File: src/design/linear_probe_hash_table_top_assert.svh
// Assertion macros for the linear probing hash table top level.
// Clocked on clk, disabled while rst_n is low; no other dependencies.
`ifndef LINEAR_PROBE_HASH_TABLE_TOP_ASSERT_SVH
`define LINEAR_PROBE_HASH_TABLE_TOP_ASSERT_SVH
`ifndef SYNTHESIS
`define LPHT_ASSERT_NOW(label, ante, cons) \
    label: assert property (@(posedge clk) disable iff (!rst_n) (ante) |-> (cons)) \
        else $error("lpht: same-cycle check failed");
`define LPHT_ASSERT_NEXT(label, ante, cons) \
    label: assert property (@(posedge clk) disable iff (!rst_n) (ante) |=> (cons)) \
        else $error("lpht: next-cycle check failed");
`else
`define LPHT_ASSERT_NOW(label, ante, cons)
`define LPHT_ASSERT_NEXT(label, ante, cons)
`endif
`endif

File: src/design/lpht_pkg.sv
// Shared types, codes and the microcode table of the linear probing hash table.
// No dependencies; used by the interfaces and all modules.
`default_nettype none

package lpht_pkg;

    localparam int TABLE_SLOTS_DEF = 16;
    localparam int KEY_BYTES_DEF   = 8;

    localparam int KEY_W    = 64;
    localparam int VALUE_W  = 32;
    localparam int STATUS_W = 2;

    typedef enum logic [STATUS_W-1:0] {
        ST_OK        = 2'd0,
        ST_NOT_FOUND = 2'd1,
        ST_FULL      = 2'd2,
        ST_EMPTY_KEY = 2'd3
    } status_t;

    typedef enum logic {
        CMD_INSERT = 1'b0,
        CMD_SEARCH = 1'b1
    } cmd_t;

    // datapath operations, one per control word
    typedef enum logic [3:0] {
        OP_NONE      = 4'd0,
        OP_CLEAR     = 4'd1,
        OP_ACCEPT    = 4'd2,
        OP_MOD       = 4'd3,
        OP_SETIDX    = 4'd4,
        OP_READ      = 4'd5,
        OP_NEXT      = 4'd6,
        OP_RES_HIT   = 4'd7,
        OP_RES_MISS  = 4'd8,
        OP_WRITE     = 4'd9,
        OP_RES_FULL  = 4'd10,
        OP_RES_EMPTY = 4'd11,
        OP_PUSH      = 4'd12
    } op_t;

    typedef enum logic [3:0] {
        C_ALWAYS     = 4'd0,
        C_CLR_LAST   = 4'd1,
        C_IN_VALID   = 4'd2,
        C_KEY_ZERO   = 4'd3,
        C_STOP       = 4'd5,
        C_LAST_PROBE = 4'd6,
        C_SEARCH     = 4'd7,
        C_MATCH      = 4'd8,
        C_OUT_FREE   = 4'd9
    } cond_t;

    // microcode addresses
    typedef enum logic [4:0] {
        S_CLEAR    = 5'd0,
        S_IDLE     = 5'd1,
        S_CHECK    = 5'd2,
        S_MOD      = 5'd3,
        S_SETIDX   = 5'd4,
        S_PROBE_RD = 5'd5,
        S_PROBE_EV = 5'd6,
        S_NEXT     = 5'd7,
        S_DECIDE   = 5'd8,
        S_SRCH     = 5'd9,
        S_SHIT     = 5'd10,
        S_MISS     = 5'd11,
        S_INS      = 5'd12,
        S_EXHAUST  = 5'd13,
        S_FULL     = 5'd14,
        S_ZKEY     = 5'd15,
        S_ZREJ     = 5'd16,
        S_OUT      = 5'd17
    } step_t;

    // jt taken when the condition holds, jf otherwise
    typedef struct packed {
        op_t   op;
        cond_t cond;
        step_t jt;
        step_t jf;
    } uword_t;

    typedef struct packed {
        logic clr_last;
        logic clr_done;
        logic in_valid;
        logic key_zero;
        logic stop;
        logic last_probe;
        logic search;
        logic match;
        logic out_free;
    } dp_flags_t;

    function automatic uword_t ucode(input step_t s);
        uword_t w;
        case (s)
            S_CLEAR:    w = '{OP_CLEAR,     C_CLR_LAST,   S_IDLE,     S_CLEAR};
            S_IDLE:     w = '{OP_ACCEPT,    C_IN_VALID,   S_CHECK,    S_IDLE};
            S_CHECK:    w = '{OP_NONE,      C_KEY_ZERO,   S_ZKEY,     S_MOD};
            S_MOD:      w = '{OP_MOD,       C_ALWAYS,     S_SETIDX,   S_SETIDX};
            S_SETIDX:   w = '{OP_SETIDX,    C_ALWAYS,     S_PROBE_RD, S_PROBE_RD};
            S_PROBE_RD: w = '{OP_READ,      C_ALWAYS,     S_PROBE_EV, S_PROBE_EV};
            S_PROBE_EV: w = '{OP_NONE,      C_STOP,       S_DECIDE,   S_NEXT};
            S_NEXT:     w = '{OP_NEXT,      C_LAST_PROBE, S_EXHAUST,  S_PROBE_RD};
            S_DECIDE:   w = '{OP_NONE,      C_SEARCH,     S_SRCH,     S_INS};
            S_SRCH:     w = '{OP_NONE,      C_MATCH,      S_SHIT,     S_MISS};
            S_SHIT:     w = '{OP_RES_HIT,   C_ALWAYS,     S_OUT,      S_OUT};
            S_MISS:     w = '{OP_RES_MISS,  C_ALWAYS,     S_OUT,      S_OUT};
            S_INS:      w = '{OP_WRITE,     C_ALWAYS,     S_OUT,      S_OUT};
            S_EXHAUST:  w = '{OP_NONE,      C_SEARCH,     S_MISS,     S_FULL};
            S_FULL:     w = '{OP_RES_FULL,  C_ALWAYS,     S_OUT,      S_OUT};
            S_ZKEY:     w = '{OP_NONE,      C_SEARCH,     S_MISS,     S_ZREJ};
            S_ZREJ:     w = '{OP_RES_EMPTY, C_ALWAYS,     S_OUT,      S_OUT};
            S_OUT:      w = '{OP_PUSH,      C_OUT_FREE,   S_IDLE,     S_OUT};
            default:    w = '{OP_NONE,      C_ALWAYS,     S_IDLE,     S_IDLE};
        endcase
        return w;
    endfunction

endpackage

`default_nettype wire

File: src/design/lpht_req_if.sv
// Request channel: command, key and value with valid/ready.
// Depends on lpht_pkg for field widths.
`default_nettype none

interface lpht_req_if;
    import lpht_pkg::*;

    logic                      valid;
    logic                      ready;
    logic                      cmd;
    logic [KEY_W-1:0]          key;
    logic signed [VALUE_W-1:0] value;

    modport source (output valid, output cmd, output key, output value, input ready);
    modport sink (input valid, input cmd, input key, input value, output ready);
endinterface

`default_nettype wire

File: src/design/lpht_rsp_if.sv
// Response channel: found flag, read value and status with valid/ready.
// Depends on lpht_pkg for field widths.
`default_nettype none

interface lpht_rsp_if;
    import lpht_pkg::*;

    logic                      valid;
    logic                      ready;
    logic                      found;
    logic signed [VALUE_W-1:0] read_value;
    logic [STATUS_W-1:0]       status;

    modport source (output valid, output found, output read_value, output status,
                    input ready);
    modport sink (input valid, input found, input read_value, input status,
                  output ready);
endinterface

`default_nettype wire

File: src/design/lpht_seq.sv
// Microcode sequencer: step counter, control ROM and condition select.
// Depends on lpht_pkg (ucode table, op/cond/step types, datapath flags).
`default_nettype none

module lpht_seq (
    input  logic                 clk,
    input  logic                 rst_n,
    input  lpht_pkg::dp_flags_t  flags,
    output lpht_pkg::op_t        op
);
    import lpht_pkg::*;

    step_t  pc_reg;
    step_t  pc_next;
    uword_t word;
    logic   take;

    assign word = ucode(pc_reg);
    assign op   = word.op;

    always_comb
    begin
        case (word.cond)
            C_ALWAYS:     take = 1'b1;
            C_CLR_LAST:   take = flags.clr_last;
            C_IN_VALID:   take = flags.in_valid;
            C_KEY_ZERO:   take = flags.key_zero;
            C_STOP:       take = flags.stop;
            C_LAST_PROBE: take = flags.last_probe;
            C_SEARCH:     take = flags.search;
            C_MATCH:      take = flags.match;
            C_OUT_FREE:   take = flags.out_free;
            default:      take = 1'b1;
        endcase
        pc_next = take ? word.jt : word.jf;
    end

    always_ff @(posedge clk or negedge rst_n)
    begin
        if (!rst_n)
        begin
            pc_reg <= S_CLEAR;
        end
        else
        begin
            pc_reg <= pc_next;
        end
    end

endmodule

`default_nettype wire

File: src/design/lpht_dp.sv
// Datapath: key/value memories, byte-sum hash with reciprocal-multiply modulo,
// probe index and counters, result and output registers.
// Depends on lpht_pkg, lpht_req_if and lpht_rsp_if.
`default_nettype none

module lpht_dp #(
    parameter int TABLE_SLOTS = lpht_pkg::TABLE_SLOTS_DEF,
    parameter int KEY_BYTES   = lpht_pkg::KEY_BYTES_DEF
) (
    input  logic                clk,
    input  logic                rst_n,
    input  lpht_pkg::op_t       op,
    output lpht_pkg::dp_flags_t flags,
    lpht_req_if.sink            req,
    lpht_rsp_if.source          rsp
);
    import lpht_pkg::*;

    localparam int IW = $clog2(TABLE_SLOTS);
    localparam int KW = 8 * KEY_BYTES;
    localparam int SW = $clog2(255 * KEY_BYTES + 1);
    localparam int CW = $clog2(TABLE_SLOTS + 1);
    localparam int MW = SW + CW;
    // quotient = (sum * RMUL) >> RS, exact for every sum below 2**SW
    localparam int RS = SW + IW;
    localparam int RW = RS + 1;
    localparam int PW = SW + RW;
    localparam logic [PW-1:0] RMUL =
        PW'(((64'd1 << RS) + 64'(TABLE_SLOTS) - 64'd1) / 64'(TABLE_SLOTS));
    localparam logic [MW-1:0] SLOTS_M  = MW'(TABLE_SLOTS);
    localparam logic [IW-1:0] LAST_IDX = IW'(TABLE_SLOTS - 1);

    logic [KW-1:0]          key_mem [TABLE_SLOTS];
    logic [VALUE_W-1:0]     val_mem [TABLE_SLOTS];

    cmd_t                   cmd_reg, cmd_next;
    logic [KW-1:0]          key_reg, key_next;
    logic [VALUE_W-1:0]     value_reg, value_next;
    logic [SW-1:0]          rem_reg, rem_next;
    logic [SW-1:0]          quo_reg, quo_next;
    logic [IW-1:0]          idx_reg, idx_next;
    logic [IW-1:0]          cnt_reg, cnt_next;
    logic [IW-1:0]          clr_cnt_reg, clr_cnt_next;
    logic                   clr_done_reg, clr_done_next;
    logic [KW-1:0]          rd_key_reg, rd_key_next;
    logic [VALUE_W-1:0]     rd_val_reg, rd_val_next;
    logic                   res_found_reg, res_found_next;
    logic [VALUE_W-1:0]     res_value_reg, res_value_next;
    status_t                res_status_reg, res_status_next;
    logic                   out_valid_reg, out_valid_next;
    logic                   out_found_reg, out_found_next;
    logic [VALUE_W-1:0]     out_value_reg, out_value_next;
    status_t                out_status_reg, out_status_next;

    logic [SW-1:0]          sum;
    logic [PW-1:0]          mul_prod;
    logic [MW-1:0]          quo_slots;
    logic                   out_free;
    logic                   push;
    logic                   mem_we;
    logic [IW-1:0]          mem_addr;
    logic [KW-1:0]          mem_key;

    // home slot numerator: unsigned sum of the key bytes
    always_comb
    begin
        sum = '0;
        for (int b = 0; b < KEY_BYTES; b++)
        begin
            sum = sum + SW'(req.key[8*b +: 8]);
        end
    end

    assign mul_prod  = PW'(rem_reg) * RMUL;
    assign quo_slots = MW'(quo_reg) * SLOTS_M;

    assign out_free  = !out_valid_reg || rsp.ready;
    assign push      = (op == OP_PUSH) && out_free;
    assign req.ready = (op == OP_ACCEPT);

    assign flags.clr_last   = (clr_cnt_reg == LAST_IDX);
    assign flags.clr_done   = clr_done_reg;
    assign flags.in_valid   = req.valid;
    assign flags.key_zero   = (key_reg == '0);
    assign flags.stop       = (rd_key_reg == key_reg) || (rd_key_reg == '0);
    assign flags.last_probe = (cnt_reg == LAST_IDX);
    assign flags.search     = (cmd_reg == CMD_SEARCH);
    assign flags.match      = (rd_key_reg == key_reg);
    assign flags.out_free   = out_free;

    always_comb
    begin
        cmd_next        = cmd_reg;
        key_next        = key_reg;
        value_next      = value_reg;
        rem_next        = rem_reg;
        quo_next        = quo_reg;
        idx_next        = idx_reg;
        cnt_next        = cnt_reg;
        clr_cnt_next    = clr_cnt_reg;
        clr_done_next   = clr_done_reg;
        rd_key_next     = rd_key_reg;
        rd_val_next     = rd_val_reg;
        res_found_next  = res_found_reg;
        res_value_next  = res_value_reg;
        res_status_next = res_status_reg;
        mem_we          = 1'b0;
        mem_addr        = idx_reg;
        mem_key         = key_reg;

        case (op)
            OP_CLEAR:
            begin
                mem_we       = 1'b1;
                mem_addr     = clr_cnt_reg;
                mem_key      = '0;
                clr_cnt_next = clr_cnt_reg + 1'b1;
                if (clr_cnt_reg == LAST_IDX)
                begin
                    clr_done_next = 1'b1;
                end
            end
            OP_ACCEPT:
            begin
                cmd_next   = cmd_t'(req.cmd);
                key_next   = req.key[KW-1:0];
                value_next = req.value;
                rem_next   = sum;
            end
            OP_MOD:
            begin
                quo_next = SW'(mul_prod >> RS);
            end
            OP_SETIDX:
            begin
                idx_next = IW'(MW'(rem_reg) - quo_slots);
                cnt_next = '0;
            end
            OP_READ:
            begin
                rd_key_next = key_mem[idx_reg];
                rd_val_next = val_mem[idx_reg];
            end
            OP_NEXT:
            begin
                idx_next = (idx_reg == LAST_IDX) ? '0 : idx_reg + 1'b1;
                cnt_next = cnt_reg + 1'b1;
            end
            OP_RES_HIT:
            begin
                res_found_next  = 1'b1;
                res_value_next  = rd_val_reg;
                res_status_next = ST_OK;
            end
            OP_RES_MISS:
            begin
                res_found_next  = 1'b0;
                res_value_next  = '0;
                res_status_next = ST_NOT_FOUND;
            end
            OP_WRITE:
            begin
                mem_we          = 1'b1;
                res_found_next  = 1'b1;
                res_value_next  = '0;
                res_status_next = ST_OK;
            end
            OP_RES_FULL:
            begin
                res_found_next  = 1'b0;
                res_value_next  = '0;
                res_status_next = ST_FULL;
            end
            OP_RES_EMPTY:
            begin
                res_found_next  = 1'b0;
                res_value_next  = '0;
                res_status_next = ST_EMPTY_KEY;
            end
            default:
            begin
            end
        endcase
    end

    // output register: holds a transaction until the receiver takes it
    always_comb
    begin
        out_found_next  = out_found_reg;
        out_value_next  = out_value_reg;
        out_status_next = out_status_reg;
        if (push)
        begin
            out_valid_next  = 1'b1;
            out_found_next  = res_found_reg;
            out_value_next  = res_value_reg;
            out_status_next = res_status_reg;
        end
        else if (rsp.ready)
        begin
            out_valid_next = 1'b0;
        end
        else
        begin
            out_valid_next = out_valid_reg;
        end
    end

    assign rsp.valid      = out_valid_reg;
    assign rsp.found      = out_found_reg;
    assign rsp.read_value = out_value_reg;
    assign rsp.status     = out_status_reg;

    always_ff @(posedge clk)
    begin
        if (mem_we)
        begin
            key_mem[mem_addr] <= mem_key;
        end
        if (op == OP_WRITE)
        begin
            val_mem[idx_reg] <= value_reg;
        end
    end

    always_ff @(posedge clk)
    begin
        cmd_reg        <= cmd_next;
        key_reg        <= key_next;
        value_reg      <= value_next;
        rem_reg        <= rem_next;
        quo_reg        <= quo_next;
        idx_reg        <= idx_next;
        cnt_reg        <= cnt_next;
        rd_key_reg     <= rd_key_next;
        rd_val_reg     <= rd_val_next;
        res_found_reg  <= res_found_next;
        res_value_reg  <= res_value_next;
        res_status_reg <= res_status_next;
        out_found_reg  <= out_found_next;
        out_value_reg  <= out_value_next;
        out_status_reg <= out_status_next;
    end

    always_ff @(posedge clk or negedge rst_n)
    begin
        if (!rst_n)
        begin
            clr_cnt_reg   <= '0;
            clr_done_reg  <= 1'b0;
            out_valid_reg <= 1'b0;
        end
        else
        begin
            clr_cnt_reg   <= clr_cnt_next;
            clr_done_reg  <= clr_done_next;
            out_valid_reg <= out_valid_next;
        end
    end

endmodule

`default_nettype wire

File: src/design/linear_probe_hash_table_top.sv
// Linear probing hash table: open-addressed key/value store, key byte-sum home slot.
// req: one transaction per operation (cmd 0 insert/update, 1 search; key; value).
// rsp: one transaction per request (found, read_value, status 0 ok / 1 not found /
//      2 table full / 3 empty key rejected).
// After reset the key store is cleared one slot per cycle; req.ready stays low
// until every slot has been cleared.
// One request is worked at a time by a microcoded sequencer. From the request
// transaction to rsp.valid it runs a key check, the hash steps (reciprocal
// multiply, index load), a read and a compare step per probe with an advance
// step between probes, then the result steps. A zero key skips hashing and
// probing.
// The result sits in an output register; req.ready rises the cycle after the
// result is loaded there, so the next request is taken while the receiver
// still holds off. If the receiver stalls with a result pending, the following
// result waits in the sequencer until the output register frees.
// Depends on lpht_pkg, lpht_req_if, lpht_rsp_if, lpht_seq and lpht_dp.
`default_nettype none
`include "linear_probe_hash_table_top_assert.svh"

module linear_probe_hash_table_top #(
    parameter int TABLE_SLOTS = lpht_pkg::TABLE_SLOTS_DEF,
    parameter int KEY_BYTES   = lpht_pkg::KEY_BYTES_DEF
) (
    input  logic       clk,
    input  logic       rst_n,
    lpht_req_if.sink   req,
    lpht_rsp_if.source rsp
);
    import lpht_pkg::*;

    op_t       op;
    dp_flags_t flags;

    lpht_seq u_seq (
        .clk   (clk),
        .rst_n (rst_n),
        .flags (flags),
        .op    (op)
    );

    lpht_dp #(
        .TABLE_SLOTS (TABLE_SLOTS),
        .KEY_BYTES   (KEY_BYTES)
    ) u_dp (
        .clk   (clk),
        .rst_n (rst_n),
        .op    (op),
        .flags (flags),
        .req   (req),
        .rsp   (rsp)
    );

    `LPHT_ASSERT_NOW(a_no_accept_before_clear, req.ready, flags.clr_done)
    `LPHT_ASSERT_NEXT(a_one_at_a_time, req.valid && req.ready, !req.ready)
    `LPHT_ASSERT_NOW(a_found_matches_ok, rsp.valid, rsp.found == (rsp.status == ST_OK))
    `LPHT_ASSERT_NOW(a_value_zero_on_fail, rsp.valid && rsp.status != ST_OK, rsp.read_value == 0)

endmodule

`default_nettype wire
File: src/flat_wrapper.sv
// flat-port wrapper written by rule: the top's interface ports become plain ports
module linear_probe_hash_table_top_flat import lpht_pkg::*;
#(
    parameter int TABLE_SLOTS = lpht_pkg::TABLE_SLOTS_DEF,
    parameter int KEY_BYTES   = lpht_pkg::KEY_BYTES_DEF
)
  (clk, rst_n, req_valid, req_cmd, req_key, req_value, req_ready, rsp_valid, rsp_found, rsp_read_value, rsp_status, rsp_ready);
  lpht_req_if req_i ();
  lpht_rsp_if rsp_i ();
  input  logic clk;
  input  logic rst_n;
  input wire logic [$bits(req_i.valid)-1:0] req_valid;
  input wire logic [$bits(req_i.cmd)-1:0] req_cmd;
  input wire logic [$bits(req_i.key)-1:0] req_key;
  input wire logic [$bits(req_i.value)-1:0] req_value;
  output wire logic [$bits(req_i.ready)-1:0] req_ready;
  output wire logic [$bits(rsp_i.valid)-1:0] rsp_valid;
  output wire logic [$bits(rsp_i.found)-1:0] rsp_found;
  output wire logic [$bits(rsp_i.read_value)-1:0] rsp_read_value;
  output wire logic [$bits(rsp_i.status)-1:0] rsp_status;
  input wire logic [$bits(rsp_i.ready)-1:0] rsp_ready;
  assign req_i.valid = req_valid;
  assign req_i.cmd = req_cmd;
  assign req_i.key = req_key;
  assign req_i.value = req_value;
  assign req_ready = req_i.ready;
  assign rsp_valid = rsp_i.valid;
  assign rsp_found = rsp_i.found;
  assign rsp_read_value = rsp_i.read_value;
  assign rsp_status = rsp_i.status;
  assign rsp_i.ready = rsp_ready;
  linear_probe_hash_table_top #(.TABLE_SLOTS(TABLE_SLOTS), .KEY_BYTES(KEY_BYTES)) u_core (.clk(clk), .rst_n(rst_n), .req(req_i), .rsp(rsp_i));
endmodule
File: config.mk
export PLATFORM = sky130hd
export DESIGN_NAME = linear_probe_hash_table_top_flat
export DESIGN_NICKNAME = d
export VERILOG_FILES = /design/src/design/lpht_pkg.sv /design/src/design/lpht_req_if.sv /design/src/design/lpht_rsp_if.sv /design/src/design/lpht_seq.sv /design/src/design/lpht_dp.sv /design/src/design/linear_probe_hash_table_top.sv /design/src/flat_wrapper.sv
export VERILOG_INCLUDE_DIRS = /design/src /design/src/design
export SDC_FILE = /design/constraint.sdc
export NUM_CORES = 2
export LEC_CHECK = 0
export ABC_AREA = 1
export BUFFER_PORTS_ARGS = -buffer_cell sky130_fd_sc_hd__clkbuf_2
export CAP_MARGIN = 10
export CORE_MARGIN = 2
export CORE_UTILIZATION = 35
export CTS_CLUSTER_DIAMETER = 60
export DETAILED_ROUTE_END_ITERATION = 16
export PLACE_DENSITY_LB_ADDON = 0.1
export SLEW_MARGIN = 20
export SYNTH_ARGS = -nofsm -noshare
export SYNTH_HDL_FRONTEND = slang
export SYNTH_SLANG_ARGS = --single-unit
File: constraint.sdc
create_clock -name clk -period 7.9 [get_ports clk]
set_input_delay 0.395 -clock clk [delete_from_list [all_inputs] [get_ports clk]]
set_output_delay 0.395 -clock clk [all_outputs]
set_load 0.01 [all_outputs]
==> Word level (Yosys, flattened, before mapping) <==
Memories as Yosys holds them, arrays and structs flattened. A register that Yosys moved wholly into a read port is not among the register bits.
Cells that the tools add are included.
{ "op_classes": {"add_sub_neg": 11, "eq_ne": 23, "muxes": 17, "reduce_logical": 15} }
{ "ops": {"columns": ["operator", "count"], "rows": [
  ["64-bit zero test", 2],
  ["64-bit == test", 1],
  ["64-bit two-way mux", 1],
  ["32-bit one-hot mux with 2 select lines", 1],
  ["4-bit == test, second input constant", 10],
  ["4-bit adder", 7],
  ["4-bit by 3-bit == test with 1-bit output, second input constant", 7],
  ["4-bit one-hot mux with 2 select lines", 2],
  ["4-bit by 1-bit adder with 4-bit output, second input constant", 3],
  ["4-bit by 2-bit == test with 1-bit output, second input constant", 3],
  ["4-bit by 1-bit == test with 1-bit output, second input constant", 2],
  ["4-bit two-way mux", 2],
  ["1-bit one-hot mux with 8 select lines", 1],
  ["2-bit one-hot mux with 4 select lines", 1],
  ["2-bit nonzero test", 4],
  ["1-bit two-way mux", 7],
  ["5-bit two-way mux", 1],
  ["4-bit nonzero test", 1],
  ["2-bit OR reduction", 2],
  ["4-bit OR reduction", 1],
  ["4-bit by 1-bit subtractor with 4-bit output, second input constant", 1],
  ["3-bit OR reduction", 1],
  ["1-bit logical OR", 2],
  ["1-bit one-hot mux with 2 select lines", 1],
  ["other kinds (2)", 2]
]} }
{ "word_totals": {"regBits": 189, "ram_bits": 1536, "romBits": 576, "output_inout_bits": 37, "wordCells": 84, "mem_count": 3} }
{ "memory_table": {"columns": ["name", "depth", "word_bits", "rd", "rd_ports_with_merged_regs", "write_ports", "line", "text"], "rows": [
  ["u_core.u_dp.key_mem", 16, 64, 1, 1, 1, "lpht_dp.sv:33", "logic [KW-1:0] key_mem [TABLE_SLOTS];"],
  ["(name not given)", 32, 18, 1, 0, 0, "lpht_pkg.sv:99", "case (s)"],
  ["u_core.u_dp.val_mem", 16, 32, 1, 1, 1, "lpht_dp.sv:34", "logic [VALUE_W-1:0] val_mem [TABLE_SLOTS];"]
]} }

==> Logic depth before layout (Yosys ltp) <==
{ "logic_depth": {"ltp_word": 7, "ltp_mapped": 18} }

==> Cells and area by module <==
A second synthesis with hierarchy kept.
{ "unflattened": {"hier_cells": 5301, "area_unflattened_um2": 71384.7} }
{ "modules_own_cells": {"columns": ["module", "instances", "cells_each", "area_per_inst_um2"], "rows": [
  ["lpht_dp", 1, 5155, 70522.6],
  ["lpht_seq", 1, 146, 862.1]
]} }

==> Worst setup path after synthesis <==
No wires, ideal clock.
{ "synth_path": {"path_type": "register -> register", "start": "register u_core.u_seq.pc_reg[0]", "end": "register u_core.u_dp.cmd_reg, enable pin", "t_arrival_ns": 5.672, "required_ns": 7.330, "setup_slack_ns": 1.659, "stages_incl_launch_ff": 11, "n_path_buf": 0, "period_less_slack_ns": 6.241, "path_cell_list": "dfrtp_1 > inv_1 > ha_1 > inv_1 > nor2_1 > nor2_1 > nand3b_1 > inv_2 > nor2_1 > inv_2 > nor2_1"} }
{ "synth_via": {"elab_chain_cells": 2} }
{ "synth_lines": {"columns": ["item", "line", "text"], "rows": [
  ["from (decl)", "lpht_seq.sv:13", "step_t pc_reg;"],
  ["from (signal assigned)", "lpht_seq.sv:46", "pc_reg <= pc_next;"],
  ["memory read 32 x 18 bit", null, null],
  ["4-bit by 2-bit == test with 1-bit output", null, null],
  ["via req_ready", "flat_wrapper.sv:16", "output wire logic [$bits(req_i.ready)-1:0] req_ready;"],
  ["to (signal assigned)", "lpht_dp.sv:228", "cmd_reg <= cmd_next;"],
  ["to (decl)", "lpht_dp.sv:36", "cmd_t cmd_reg, cmd_next;"]
]} }
The timed path passes the listed nets, and every way through them passes these cells.
A chain may end at the register's enable or synchronous reset.

==> Worst setup path in the final report <==
{ "layout_path": {"start": "register u_core.u_seq.pc_reg[0]", "end": "memory u_core.u_dp.key_mem[4][31] (netlist bit), enable pin"} }
{ "layout_via": {"elab_chain_cells": 6} }
{ "layout_lines": {"columns": ["item", "line", "text"], "rows": [
  ["memory read 32 x 18 bit (*)", null, null],
  ["4-bit == test / 4-bit by 1-bit == test with 1-bit output (equally long branches)", "lpht_dp.sv:111", "case (op)"],
  ["2-bit OR reduction (no source line)", null, null],
  ["1-bit two-way mux", "lpht_dp.sv:111", null],
  ["1-bit two-way mux", "lpht_dp.sv:216", "if (mem_we)"],
  ["1-bit two-way mux (not written as such)", "lpht_dp.sv:218", "key_mem[mem_addr] <= mem_key;"],
  ["to (decl)", "lpht_dp.sv:33", null]
]} }
Mark *: on every way between the ends. The rest lies on a longest branch, timed or not.

==> reports/results.ini <==
[run_status]
outcome=completed

[timing]
max_freq_mhz=210
fin_worst_skew_ns=0.0538
hold_violations=0
finalSetupTns_ns=0
final-max-slew-violation-count=0
max_slew.worst_pin.slew_ns=1.14
rsz0062_at_grt=false
hold-worst-slack_ns=0.202
maxSlewHeadroom=0.240
setup_violations=0
period_needed_ns=4.76
timing.final.crit_share=0.602

[layout]
syn2layout_area_growth_pct=15.9
regArea_sq_um=54600
layout-drive-gt1-share=0.101
layout.nets=5749
multi_input_area_sq_um=14800
fillers=18900
largest_reg_flops=1024
reg.largest.list=u_core.u_dp.key_mem x1024, u_core.u_dp.val_mem x512
instances_no_fill=8454
postLayoutCellArea_sq_um=82400
regMostFlops=u_core.u_dp.key_mem

[synth]
synth_cell_type_count=39
synth.net_count=5524
synthArstFlopShare=0.00549
synth_top_area_cell=edfxtp_1
synthesis.area_sq_um=71000
synth-main-ff-cell=edfxtp_1
ys_seq_elements=1821
synth_common_cells=1,811 x edfxtp_1, 990 x nor2_1, 780 x o21ai_0, 646 x nand2_1, 385 x o22ai_1
synth.area.top_cells=edfxtp_1 77%, o21ai_0 5.5%, nor2_1 5.2%
synth_area_per_cell_sq_um=13.2
synth_seq_area_share=0.769
synth_top_area_share=0.765
synth_warnings=0
post-synth-top-count-cell=edfxtp_1
synth_edf_count=1811
syn_inst=5393

[cts]
cts_resized=0
cts_max_level=4
cts_tree=yes
clkLatencyLatePin_ns=0.85
cts_made_buffers=203
clkSlewWorstSetupHoldPaths_ns=0.06
root_buffer=clkbuf_16
clock_path_buffers=3
cts.sinks=1821

[placement]
io_buffer_count=137
hpwl_microns=110000
place.gp.congestion=0.798
dp_cells=7984
placed_area_sq_um=75100

[global_routing]
overflow=0
antenna_found_initial=3
grt_pass1_vias=43000
grt_pass1_wl_microns=308000
grt_start_max_net_pins=187
grt.total_usage=0.204

[floorplanning]
core_sq_um=202000
fp-row-count=165
die_h_microns=455
dieArea_sq_um=207000
start_util=0.352
die_w_microns=455
ios=138

[route]
via_count=43800
vias_per_cell=5.18
antenna_left=0
drt-initial-drc-count=3694
finalWirelength_microns=212000
routedWlPerCell_microns=25.1
drcViolationCount=0
drtPass1Iterations=6

[worst_setup_path]
path_cells=inv_1 -> ha_1 -> inv_1 -> nor2_1 -> nor2_1 -> nand3b_1 -> inv_2 -> nor2_1 -> inv_2 -> nor2_8 -> nand2_1 -> o21ai_2 -> nand3_1 -> nor2_4 -> buf_4
crit_slowest_cell=buf_4
regToRegStartpoint=u_core.u_seq.pc_reg[0]
arrival_ns=5.21
path_max_fanout=53
rr_worst_depth=15
start_kind=flop
r2r-end=u_core.u_dp.key_mem[4][31]
critical-path-max-stage-delay_ns=0.89
regToRegSetupSlack_ns=3.14
worst_path_most_repeated_cell=nor2_1
crit_type=reg -> reg
crit_required_ns=8.35
cp-end-kind=flop

[worst_hold_path]
hp-start=req_valid
min_path_type=in -> reg
min_path_cells=10
min_to=u_core.u_seq.pc_reg[4]

[power]
power.total_mw=33.9
power.leakage_nw=27.3
cellPowerDensity_nw_per_um2=412
ir_drop_mv=0.602

[job]
cap_violations=0

==> routing by layer <==
metal  global-route usage  share of wire
met3               0.0254          0.038
met1                0.281           0.45
met2                0.340           0.49
met4               0.0530          0.022
met5                    0              0
==> timing repair <==
| item | 4_1_cts | 5_1_grt |
|---|---|---|
| endpoints found under the hold margin | 108 | 0 |
| hold buffers | 101 | 0 |
| buffers inserted | 0 | 0 |
==> critical path: cells and delay by family, from the launching register on <==
kind,cells,cell delay (ns)
compound gates,1,0.14
fa+ha+maj,1,0.26
buf+inv,5,1.28
flops,1,0.41
simple gates,8,2.17
==> metrics by stage <==
| step | util | setup WS, ns |
|---|---|---|
| floorplan | - | 1.66 |
| finish | 0.408 | 3.14 |
| CTS | 0.408 | 3.13 |
| global route | 0.408 | 2.80 |
| global placement | 0.372 | 3.23 |
| detailed placement | 0.372 | 3.18 |
==> where the power goes <==
group | switching [mW] | internal (mW) | total, mW
Clock | 3.85 | 5.05 | 8.91
Combinational | 8.00 | 2.49 | 10.5
Sequential | 0.839 | 13.7 | 14.5
Total | 12.7 | 21.2 | 33.9
==> layout by cell type (no fill, tap or decap), types with 5 or more instances in the layout <==
cell | Yosys | routed
clkinv_1 | 3 | 51
clkinv_2 | 0 | 27
inv_6 | 0 | 7
bufinv_16 | 0 | 7
clkbuf_2 | 0 | 137
inv_2 | 7 | 6
ha_1 | 16 | 16
nand2_2 | 6 | 7
o22ai_1 | 385 | 385
edfxtp_1 | 1811 | 1811
dlygate4sd3_1 | 0 | 101
nor4_1 | 8 | 8
nand3_1 | 33 | 33
nor2_1 | 990 | 930
a21oi_1 | 5 | 5
buf_4 | 6 | 74
o21ai_0 | 780 | 780
xnor2_1 | 11 | 11
nand2_1 | 646 | 645
clkbuf_16 | 0 | 207
clkbuf_1 | 287 | 49
diode_2 | 0 | 5
dfrtp_1 | 10 | 10
buf_12 | 0 | 17
nand4_1 | 120 | 120
inv_1 | 197 | 197
xor2_1 | 15 | 15
nor2_4 | 2 | 40
fa_1 | 14 | 14
nor2_2 | 1 | 23
==> logic make-up after synthesis <==
kind of cell | after synthesis | synth area share
and+or+nand+nor | 1816 | 0.102
buffers and inverters | 518 | 0.0279
AOI/OAI and AO/OA | 1182 | 0.0908
adders and majority gates | 30 | 0.00676
xor gates and xnor gates | 26 | 0.00321
DFF | 1821 | 0.769
==> area by class of cell <==
cell class	instances	share of cell area
Timing Repair Buffer	329	0.0315
Clock inverter	104	0.00964
Multi-Input combinational cell	3054	0.179
Sequential cell	1821	0.663
Inverter	209	0.00983
Tap cell	2672	0.0406
Antenna cell	5	0.000152
Clock buffer	260	0.0658
==> worst max path at each step <==
stage                                 startpoint                         end  slack, ns  cells after the start
final                     u_core.u_seq.pc_reg[0]  u_core.u_dp.key_mem[4][31]       3.14                     15
after detailed placement  u_core.u_seq.pc_reg[0]  u_core.u_dp.key_mem[4][39]       3.18                     15
after global placement    u_core.u_seq.pc_reg[0]  u_core.u_dp.key_mem[5][39]       3.23                     15
after floorplan           u_core.u_seq.pc_reg[0]         u_core.u_dp.cmd_reg       1.66                     10
after CTS                 u_core.u_seq.pc_reg[0]   u_core.u_dp.key_mem[4][5]       3.13                     15
after global routing      u_core.u_seq.pc_reg[0]  u_core.u_dp.key_mem[4][34]       2.80                     15
(Power assumes the default switching activity.)
